--- src/rtl/rcss_pkg.sv ---
// shared types and constants of the collective step schedule block
package rcss_pkg;

	// field widths
	localparam int STEP_W     = 4;
	localparam int LSTEP_W    = 3;
	localparam int OUT_W      = 6;
	localparam int RCNT_W     = 7;
	localparam int POS_W      = 6;
	localparam int TSTEP_W    = 4;
	localparam int CFG_IDX_W  = 2;
	localparam int CFG_DATA_W = 7;

	// dividend width of the remainder unit: holds a position or a distance up to 64
	localparam int D_W = 7;

	// most slices emitted for one step
	localparam int MAX_OUT = 32;

	// phase codes
	localparam logic PHASE_RS = 1'b0;
	localparam logic PHASE_AG = 1'b1;

	// configuration register indexes
	typedef enum logic [CFG_IDX_W-1:0] {
		CFG_RANK_COUNT  = 2'd0,
		CFG_MY_POSITION = 2'd1,
		CFG_TOTAL_STEPS = 2'd2
	} cfg_reg_t;

endpackage

--- src/rtl/rcss_mod_unit.sv ---
// shared restoring remainder unit, one dividend bit per cycle
module rcss_mod_unit #(
	parameter int XW = 7,
	parameter int RW = 7
) (
	input  logic          clk,
	input  logic          arst_n,
	input  logic          start,
	input  logic [XW-1:0] x,
	input  logic [RW-1:0] divisor,
	output logic          done,
	output logic [RW-1:0] rem
);

	localparam int CW = $clog2(XW + 1);

	logic          busy_q;
	logic          done_q;
	logic [CW-1:0] cnt_q;
	logic [XW-1:0] x_q;
	logic [RW-1:0] rem_q;

	logic [RW:0]   trial;
	logic          ge;
	logic [RW-1:0] next_rem;

	// one shift-subtract step
	assign trial    = {rem_q, x_q[XW-1]};
	assign ge       = trial >= {1'b0, divisor};
	assign next_rem = ge ? RW'(trial - {1'b0, divisor}) : RW'(trial);

	// iteration control
	always_ff @(posedge clk or negedge arst_n) begin
		if (!arst_n) begin
			busy_q <= 1'b0;
			done_q <= 1'b0;
			cnt_q  <= '0;
		end else begin
			done_q <= !start && busy_q && (cnt_q == CW'(1));
			if (start) begin
				busy_q <= 1'b1;
				cnt_q  <= CW'(XW);
			end else if (busy_q) begin
				cnt_q <= cnt_q - CW'(1);
				if (cnt_q == CW'(1)) begin
					busy_q <= 1'b0;
				end
			end
		end
	end

	// dividend and partial remainder
	always_ff @(posedge clk) begin
		if (start) begin
			x_q   <= x;
			rem_q <= '0;
		end else if (busy_q) begin
			x_q   <= x_q << 1;
			rem_q <= next_rem;
		end
	end

	assign done = done_q;
	assign rem  = rem_q;

endmodule

--- src/rtl/ring_collective_step_schedule.sv ---
// top level of the collective step schedule block
// For each accepted step number the block works out the send and receive peers and the slice
// count of that step in a reduce-scatter / all-gather schedule, then emits one result per
// slice with the transmit and receive slice indices, the final one marked last; a step with
// no slices gives one result with cleared slice indices. Before the first result is offered,
// the one shared remainder unit makes two passes of 7 shift steps each, handing over the
// remainder after each, which reduce the position and then the step distance modulo the rank
// count, and the peers are then formed in ST_PEERS. Then one result per cycle for up to 32
// slices while the output side takes them. A step not below the total, or a total below two,
// gives a single error result the cycle after it is accepted. Input is accepted only once all
// results of the previous item have been taken.
module ring_collective_step_schedule #(
	parameter int MAX_RANKS = 64
) (
	input  logic                              clk,
	input  logic                              arst_n,
	// configuration write channel
	input  logic                              cfg_valid,
	output logic                              cfg_ready,
	input  logic [rcss_pkg::CFG_IDX_W-1:0]    cfg_index,
	input  logic [rcss_pkg::CFG_DATA_W-1:0]   cfg_data,
	// input channel
	input  logic                              in_valid,
	output logic                              in_ready,
	input  logic [rcss_pkg::STEP_W-1:0]       step_index,
	// output channel
	output logic                              out_valid,
	input  logic                              out_ready,
	output logic                              phase,
	output logic [rcss_pkg::LSTEP_W-1:0]      local_step,
	output logic [rcss_pkg::OUT_W-1:0]        to_rank,
	output logic [rcss_pkg::OUT_W-1:0]        from_rank,
	output logic [rcss_pkg::OUT_W-1:0]        slice_count,
	output logic [rcss_pkg::OUT_W-1:0]        tx_slice,
	output logic [rcss_pkg::OUT_W-1:0]        rx_slice,
	output logic                              last,
	output logic                              error
);

	import rcss_pkg::*;

	localparam int RW    = $clog2(MAX_RANKS) + 1;
	localparam int EW    = RW + 1;
	localparam int SUM_W = ((RW > D_W) ? RW : D_W) + 1;

	typedef enum logic [2:0] {
		ST_IDLE,
		ST_MOD_P,
		ST_MOD_D,
		ST_PEERS,
		ST_EMIT
	} state_t;

	// (a - b) mod r for a, b below r
	function automatic logic [RW-1:0] sub_mod(input logic [RW-1:0] a, input logic [RW-1:0] b,
		input logic [RW-1:0] r);
		logic [EW-1:0] wrap;
		wrap = EW'(a) + EW'(r) - EW'(b);
		return (a >= b) ? RW'(a - b) : RW'(wrap);
	endfunction

	// (a + b) mod r for a, b below r
	function automatic logic [RW-1:0] add_mod(input logic [RW-1:0] a, input logic [RW-1:0] b,
		input logic [RW-1:0] r);
		logic [EW-1:0] sum;
		sum = EW'(a) + EW'(b);
		return (sum >= EW'(r)) ? RW'(sum - EW'(r)) : RW'(sum);
	endfunction

	// configuration registers
	logic [RCNT_W-1:0]  rank_count_q;
	logic [POS_W-1:0]   my_position_q;
	logic [TSTEP_W-1:0] total_steps_q;

	// sequencer state and result registers
	state_t             state_q;
	logic               out_valid_q;
	logic               phase_q;
	logic [LSTEP_W-1:0] local_step_q;
	logic [2:0]         sh_q;
	logic [RW-1:0]      p_q;
	logic [RW-1:0]      dm_q;
	logic [RW-1:0]      ddm_q;
	logic [RW-1:0]      to_q;
	logic [RW-1:0]      from_q;
	logic [OUT_W-1:0]   cnt_q;
	logic [OUT_W-1:0]   left_q;
	logic [RW-1:0]      tx_q;
	logic [RW-1:0]      rx_q;
	logic               last_q;
	logic               error_q;

	// combinational helpers
	logic [RW-1:0]      r_c;
	logic [2:0]         half_c;
	logic               step_err;
	logic [STEP_W-1:0]  diff_c;
	logic [LSTEP_W-1:0] s_ag;
	logic               in_fire;
	logic               out_fire;
	logic [D_W-1:0]     d_c;
	logic               mod_start;
	logic [D_W-1:0]     mod_x;
	logic               mod_done;
	logic [RW-1:0]      mod_rem;
	logic [RW-1:0]      p_minus;
	logic [RW-1:0]      p_plus;
	logic [RW-1:0]      ddm_c;
	logic [SUM_W-1:0]   n_sum;
	logic [SUM_W-1:0]   n_c;
	logic [OUT_W-1:0]   cnt_c;

	assign in_fire  = in_valid && in_ready;
	assign out_fire = out_valid_q && out_ready;

	// configuration writes
	assign cfg_ready = 1'b1;

	always_ff @(posedge clk or negedge arst_n) begin
		if (!arst_n) begin
			rank_count_q  <= RCNT_W'(2);
			my_position_q <= '0;
			total_steps_q <= TSTEP_W'(2);
		end else if (cfg_valid && cfg_ready) begin
			case (cfg_index)
				CFG_RANK_COUNT:  rank_count_q  <= cfg_data[RCNT_W-1:0];
				CFG_MY_POSITION: my_position_q <= cfg_data[POS_W-1:0];
				CFG_TOTAL_STEPS: total_steps_q <= cfg_data[TSTEP_W-1:0];
				default: ;
			endcase
		end
	end

	// clamped rank count
	always_comb begin
		if (rank_count_q < RCNT_W'(2)) begin
			r_c = RW'(2);
		end else if (int'(rank_count_q) > MAX_RANKS) begin
			r_c = RW'(MAX_RANKS);
		end else begin
			r_c = RW'(rank_count_q);
		end
	end

	// step decode
	assign half_c   = total_steps_q[TSTEP_W-1:1];
	assign step_err = (step_index >= total_steps_q) || (half_c == 3'd0);
	assign diff_c   = step_index - {1'b0, half_c};
	assign s_ag     = (diff_c >= {1'b0, half_c}) ? LSTEP_W'(diff_c - {1'b0, half_c})
		: LSTEP_W'(diff_c);

	// shared remainder unit: position first, then step distance
	assign d_c       = D_W'(1) << sh_q;
	assign mod_start = (state_q == ST_IDLE && in_fire && !step_err) ||
		(state_q == ST_MOD_P && mod_done);
	assign mod_x     = (state_q == ST_IDLE) ? D_W'(my_position_q) : d_c;

	rcss_mod_unit #(
		.XW(D_W),
		.RW(RW)
	) u_mod (
		.clk     (clk),
		.arst_n  (arst_n),
		.start   (mod_start),
		.x       (mod_x),
		.divisor (r_c),
		.done    (mod_done),
		.rem     (mod_rem)
	);

	// peers, doubled distance and slice count
	assign p_minus = sub_mod(p_q, dm_q, r_c);
	assign p_plus  = add_mod(p_q, dm_q, r_c);
	assign ddm_c   = add_mod(dm_q, dm_q, r_c);
	assign n_sum   = SUM_W'(r_c) - SUM_W'(1) + SUM_W'(d_c);
	assign n_c     = n_sum >> ({1'b0, sh_q} + 4'd1);
	assign cnt_c   = (n_c > SUM_W'(MAX_OUT)) ? OUT_W'(MAX_OUT) : OUT_W'(n_c);

	// sequencer and output registers
	always_ff @(posedge clk or negedge arst_n) begin
		if (!arst_n) begin
			state_q      <= ST_IDLE;
			out_valid_q  <= 1'b0;
			phase_q      <= PHASE_RS;
			local_step_q <= '0;
			sh_q         <= '0;
			p_q          <= '0;
			dm_q         <= '0;
			ddm_q        <= '0;
			to_q         <= '0;
			from_q       <= '0;
			cnt_q        <= '0;
			left_q       <= '0;
			tx_q         <= '0;
			rx_q         <= '0;
			last_q       <= 1'b0;
			error_q      <= 1'b0;
		end else begin
			case (state_q)
				ST_IDLE: begin
					if (in_fire) begin
						if (step_err) begin
							phase_q      <= PHASE_RS;
							local_step_q <= '0;
							to_q         <= '0;
							from_q       <= '0;
							cnt_q        <= '0;
							tx_q         <= '0;
							rx_q         <= '0;
							last_q       <= 1'b1;
							error_q      <= 1'b1;
							out_valid_q  <= 1'b1;
							state_q      <= ST_EMIT;
						end else if (step_index < {1'b0, half_c}) begin
							phase_q      <= PHASE_RS;
							local_step_q <= LSTEP_W'(step_index);
							sh_q         <= step_index[2:0];
							state_q      <= ST_MOD_P;
						end else begin
							phase_q      <= PHASE_AG;
							local_step_q <= s_ag;
							sh_q         <= half_c - 3'd1 - s_ag;
							state_q      <= ST_MOD_P;
						end
					end
				end
				ST_MOD_P: begin
					if (mod_done) begin
						p_q     <= mod_rem;
						state_q <= ST_MOD_D;
					end
				end
				ST_MOD_D: begin
					if (mod_done) begin
						dm_q    <= mod_rem;
						state_q <= ST_PEERS;
					end
				end
				ST_PEERS: begin
					ddm_q   <= ddm_c;
					error_q <= 1'b0;
					if (phase_q == PHASE_RS) begin
						to_q   <= p_minus;
						from_q <= p_plus;
					end else begin
						to_q   <= p_plus;
						from_q <= p_minus;
					end
					// zero slices: one result with cleared slice indices
					if (cnt_c == '0) begin
						tx_q <= '0;
						rx_q <= '0;
					end else if (phase_q == PHASE_RS) begin
						tx_q <= p_minus;
						rx_q <= p_q;
					end else begin
						tx_q <= p_q;
						rx_q <= p_minus;
					end
					cnt_q  <= cnt_c;
					left_q <= cnt_c - OUT_W'(1);
					last_q <= (cnt_c <= OUT_W'(1));
					out_valid_q <= 1'b1;
					state_q     <= ST_EMIT;
				end
				ST_EMIT: begin
					if (out_fire) begin
						if (last_q) begin
							out_valid_q <= 1'b0;
							state_q     <= ST_IDLE;
						end else begin
							tx_q   <= sub_mod(tx_q, ddm_q, r_c);
							rx_q   <= sub_mod(rx_q, ddm_q, r_c);
							left_q <= left_q - OUT_W'(1);
							last_q <= (left_q == OUT_W'(1));
						end
					end
				end
				default: begin
					state_q     <= ST_IDLE;
					out_valid_q <= 1'b0;
				end
			endcase
		end
	end

	assign in_ready    = (state_q == ST_IDLE);
	assign out_valid   = out_valid_q;
	assign phase       = phase_q;
	assign local_step  = local_step_q;
	assign to_rank     = OUT_W'(to_q);
	assign from_rank   = OUT_W'(from_q);
	assign slice_count = cnt_q;
	assign tx_slice    = OUT_W'(tx_q);
	assign rx_slice    = OUT_W'(rx_q);
	assign last        = last_q;
	assign error       = error_q;

	// no new transaction while results of the previous one are pending
	a_no_overlap: assert property (@(posedge clk) disable iff (!arst_n)
		in_fire |-> !out_valid_q)
		else $error("input accepted while results pending");

	// an error result always closes its step
	a_error_last: assert property (@(posedge clk) disable iff (!arst_n)
		out_valid_q && error_q |-> last_q)
		else $error("error result not marked last");

	// peers stay below the rank count
	a_peer_range: assert property (@(posedge clk) disable iff (!arst_n)
		out_valid_q && !error_q |-> (to_q < r_c) && (from_q < r_c))
		else $error("peer rank out of range");

	// remainder unit finishes only while the sequencer waits for it
	a_mod_done: assert property (@(posedge clk) disable iff (!arst_n)
		mod_done |-> (state_q == ST_MOD_P) || (state_q == ST_MOD_D))
		else $error("remainder unit done outside its states");

endmodule
--- config.mk ---
export PLATFORM = sky130hd
export DESIGN_NAME = ring_collective_step_schedule
export DESIGN_NICKNAME = d
export VERILOG_FILES = /design/src/rtl/rcss_pkg.sv /design/src/rtl/rcss_mod_unit.sv /design/src/rtl/ring_collective_step_schedule.sv
export SDC_FILE = /design/constraint.sdc
export NUM_CORES = 1
export LEC_CHECK = 0
export ABC_AREA = 0
export BUFFER_PORTS_ARGS = -buffer_cell sky130_fd_sc_hd__buf_2
export CORE_UTILIZATION = 58
export CTS_BUF_LIST = sky130_fd_sc_hd__clkbuf_4
export CTS_CLUSTER_DIAMETER = 100
export DETAILED_ROUTE_END_ITERATION = 6
export PLACE_DENSITY_LB_ADDON = 0.2
export SLEW_MARGIN = 20
export SYNTH_ARGS = -nofsm -noshare
export SYNTH_HDL_FRONTEND = slang
export SYNTH_SLANG_ARGS = --single-unit
--- constraint.sdc ---
create_clock -name clk -period 7.8 [get_ports clk]
set_clock_uncertainty 0.2 [all_clocks]
set_input_delay 0.39 -clock clk [delete_from_list [all_inputs] [get_ports clk]]
set_output_delay 0.39 -clock clk [all_outputs]
set_load 0.02 [all_outputs]
==> out/qor.txt <==
Status - finished, final reports clean
Initial antenna violation count - 1
Min cycle time layout - 5110 ps
Synthesis-to-layout area growth - 6.00%
Main synth FF type - dfrtp_1
DRT Wirelength - 25.6 mm
Die ar. - 0.0174 mm^2
Largest stage delay, worst path - 550 ps
Yosys cell types - 78
Reg2reg end - rx_q[5]$_DFFE_PN0P_
Tot GR Track Use - 0.306
CP cell instances - or4_1 > nor2_1 > o21ai_0 > buf_4 > ha_1 > inv_1 > ha_1 > fa_1 > a211oi_1 > nor2_1 > or4_1 > and3b_1 > a22o_1 > ha_1 > a21o_1 > o31a_4 > a211oi_1 > a221o_1
Setup slack, reg-to-reg - 2690 ps
# rows - 47
CP delay by family, top - simple AND/OR/NAND/NOR gates
CTS Buf Count - 9
Post-CTS Resized - 0
Post-synth EDFFs - 7
Die X - 132 um
Minimum hold slack - 52.6 ps
WL/cell - 18.6 um
Worst Min Path Start - step_index[0]
Worst reg2reg startpoint - rank_count_q[4]$_DFFE_PN0P_
Post-Synthesis Cells - 1,118
Slew Limit Fails - 0
Largest net degree at the start of global routing - 56
# IOs - 57
Finish-stage setup viols - 0
Gr busiest metal - met2
Pleak - 4.85 nW
Synth Warn # - 0
DR DRC count - 0
Fin. Hold Viols - 0
Synth Area per Inst - 8.78 um^2
Routed vias - 8,298
RSZ-0062 raised after global routing - false
CTS tree - built
Crit. End Element - register
Final setup TNS - 0 ps
Post-CTS Setup Bufs - 0
Vias per inst - 6.03
Slowest CP cell - or4_1
Peak Freq - 196 MHz
Clk_lat worst skew - 510 ps
Yosys reg bits - 108
Worst Tran Pin Value - 1110 ps
DRT iter0 DRCs - 530
CP Class - reg -> reg
Tightest Hold Check Type - in -> reg
IO Port Bufs - 55
Met3 global-route usage - 0.0396
Final worst-path cycle share - 0.656
Sequential fraction of the synthesis area - 0.276
Clk pin slew, worst setup/hold paths - 190 ps
Startpoint Class - register
# H-tree levels - 3
Fillers - 1,471
Syn_nets - 1,263
Hold path endpoint - local_step[0]$_DFFE_PN0P_
Met2 GRT Util - 0.471
MaxCap Viol Count - 0
Hold depth - 3
First-pass GRT wire length - 41.9 mm
Critical path buffer and inverter count - 2
Rel. slew slack - 0.256
WP data required - 8060 ps
VDD IR max - 0.211 mV
Final net count - 1,295
Power per cell area - 430 mW/mm^2
Layout cells sized above 1 - 0.111
Worst Path Arrival - 5370 ps
R2R cell count - 18
Post-Syn Area - 0.00981 mm^2
CP max FO - 14
Critical Path Stages - 18
Grt total ovfl - 0
M1 GR Usage - 0.441
Vias in the first global route - 7,919
Clock tree buffer depth - 2
Chip height - 132 um
Num Clock Sinks - 108
Drt pass-1 iters - 5
Crit path top cell by count - ha_1
Post-synthesis async set-or-reset flop share - 0.870
RD Place Congestion - 0.937
HPWL after DPL - 19.8 mm
Area of the core - 0.0165 mm^2
CTS Root Cell - clkbuf_4
Initial Utilization - 0.594
Final ANT Viol Nets - 0
[cells in the mapped netlist, types with 7 or more instances]
library cell | number | area, um^2
edfxtp_1 | 7 | 210
nor2b_1 | 18 | 113
a211oi_1 | 15 | 113
nand4_1 | 7 | 43.8
nor2_1 | 64 | 240
dfrtp_1 | 92 | 2300
nor3_1 | 17 | 85.1
buf_4 | 13 | 97.6
mux2_2 | 25 | 282
a22o_1 | 9 | 78.8
buf_2 | 8 | 40.0
xor2_1 | 19 | 166
fa_1 | 29 | 581
xnor2_1 | 31 | 272
mux2i_1 | 31 | 310
o21ai_0 | 76 | 380
a21oi_1 | 67 | 335
a31oi_1 | 7 | 43.8
ha_1 | 98 | 1230
clkbuf_1 | 27 | 101
o221ai_1 | 11 | 96.3
inv_1 | 129 | 484
a21o_1 | 24 | 180
o21bai_1 | 9 | 67.6
nand2_1 | 91 | 342
a211o_1 | 8 | 70.1
o21a_1 | 11 | 82.6
o211ai_1 | 13 | 97.6
dfxtp_1 | 7 | 140
nand2b_1 | 10 | 62.6
nand3_1 | 30 | 150
o31ai_1 | 8 | 60.1
[routing by layer]
metal | share of wire | vias to the layer above | wire length [um]
met2 | 0.45 | 234 | 11500
met4 | 0.026 | 0 | 662
met1 | 0.47 | 3997 | 12100
li1 | - | 4028 | -
met3 | 0.053 | 39 | 1350
met5 | 0 | - | 0
[report_power, final]
| group | total (mW) | internal (mW) | switching [mW] |
|---|---|---|---|
| combinational | 3.26 | 1.33 | 1.92 |
| clock | 0.296 | 0.0735 | 0.223 |
| sequential | 0.919 | 0.716 | 0.203 |
| total | 4.47 | 2.12 | 2.35 |
[flip-flops by register name (all words and copies together), names as in the netlist, 4 cells and up]
signal	count
ddm_q	7
tx_q	7
rx_q	7
my_position_q	6
left_q	6
slice_count	6
to_q	6
u_mod.x_q	7
p_q	7
u_mod.rem	7
total_steps_q	4
dm_q	7
from_q	6
rank_count_q	7
[cell usage in the layout (no fill, tap or decap), types with 13 or more instances in the layout]
cell	netlist	layout
a211oi_1	15	15
a21o_1	24	24
a21oi_1	67	67
buf_2	8	54
dfrtp_1	92	92
fa_1	29	29
ha_1	98	98
inv_1	129	129
mux2_2	25	25
mux2i_1	31	31
nand2_1	91	91
nand3_1	30	30
nor2_1	64	64
nor2b_1	18	18
nor3_1	17	17
o211ai_1	13	13
o21ai_0	76	76
xnor2_1	31	31
xor2_1	19	19
[what timing repair did]
action | 4_1_cts | 5_1_grt
hold endpoints to repair | 56 | 0
hold buffers | 8 | 0
endpoints found under the setup margin | 0 | 0
[worst max path at each step]
stage	slack (ps)	start	endpoint
after floorplan	2910	rank_count_q[4]$_DFFE_PN0P_	tx_q[6]$_DFFE_PN0P_
after global placement	2920	rank_count_q[4]$_DFFE_PN0P_	tx_q[6]$_DFFE_PN0P_
after detailed placement	2820	rank_count_q[4]$_DFFE_PN0P_	rx_q[5]$_DFFE_PN0P_
after CTS	2770	rank_count_q[4]$_DFFE_PN0P_	rx_q[5]$_DFFE_PN0P_
after global routing	2460	rank_count_q[4]$_DFFE_PN0P_	tx_q[5]$_DFFE_PN0P_
final	2690	rank_count_q[4]$_DFFE_PN0P_	rx_q[5]$_DFFE_PN0P_
[per-stage QoR]
stage / total power [mW] / worst slack, ps / instances / util / area (um^2)
4_1_cts: 4.43 / 2770 / 1375 / 0.629 / 10400
6_report: 4.47 / 2690 / 1376 / 0.630 / 10400
5_1_grt: 4.87 / 2460 / 1376 / 0.630 / 10400
2_1_floorplan: 3.39 / 2910 / 1118 / - / 9810
3_3_place_gp: 4.07 / 2920 / 1351 / 0.616 / 10200
3_5_place_dp: 4.12 / 2820 / 1351 / 0.616 / 10200
[cell type report]
type / instances / area [um^2] / share of cell area
Multi-Input combinational cell: 828 / 6370 / 0.612
Antenna cell: 1 / 2.50 / 0.000241
Timing Repair Buffer: 71 / 418 / 0.0402
Sequential cell: 108 / 2710 / 0.260
Clock buffer: 9 / 67.6 / 0.00649
Inverter: 132 / 495 / 0.0476
Clock inverter: 7 / 70.1 / 0.00673
Tap cell: 220 / 275 / 0.0265
[cell families (layout without fill, tap and decap cells)]
group	after synthesis	after routing	share of synthesized area
AOI/OAI and AO/OA	309	309	0.215
adders and majority gates	127	127	0.184
xor gates and xnor gates	50	50	0.0446
muxes	56	56	0.0603
DFF	108	108	0.276
buffers and inverters	182	219	0.0771
other	1	2	0.000382
and+or+nand+nor	285	285	0.143
[worst min-delay path, delay by kind of cell]
family                 cells  cell delay [ps]
buffers and inverters      1              120
AO/OA/AOI/OAI              2              220
Power figures use the tool's default switching activity.
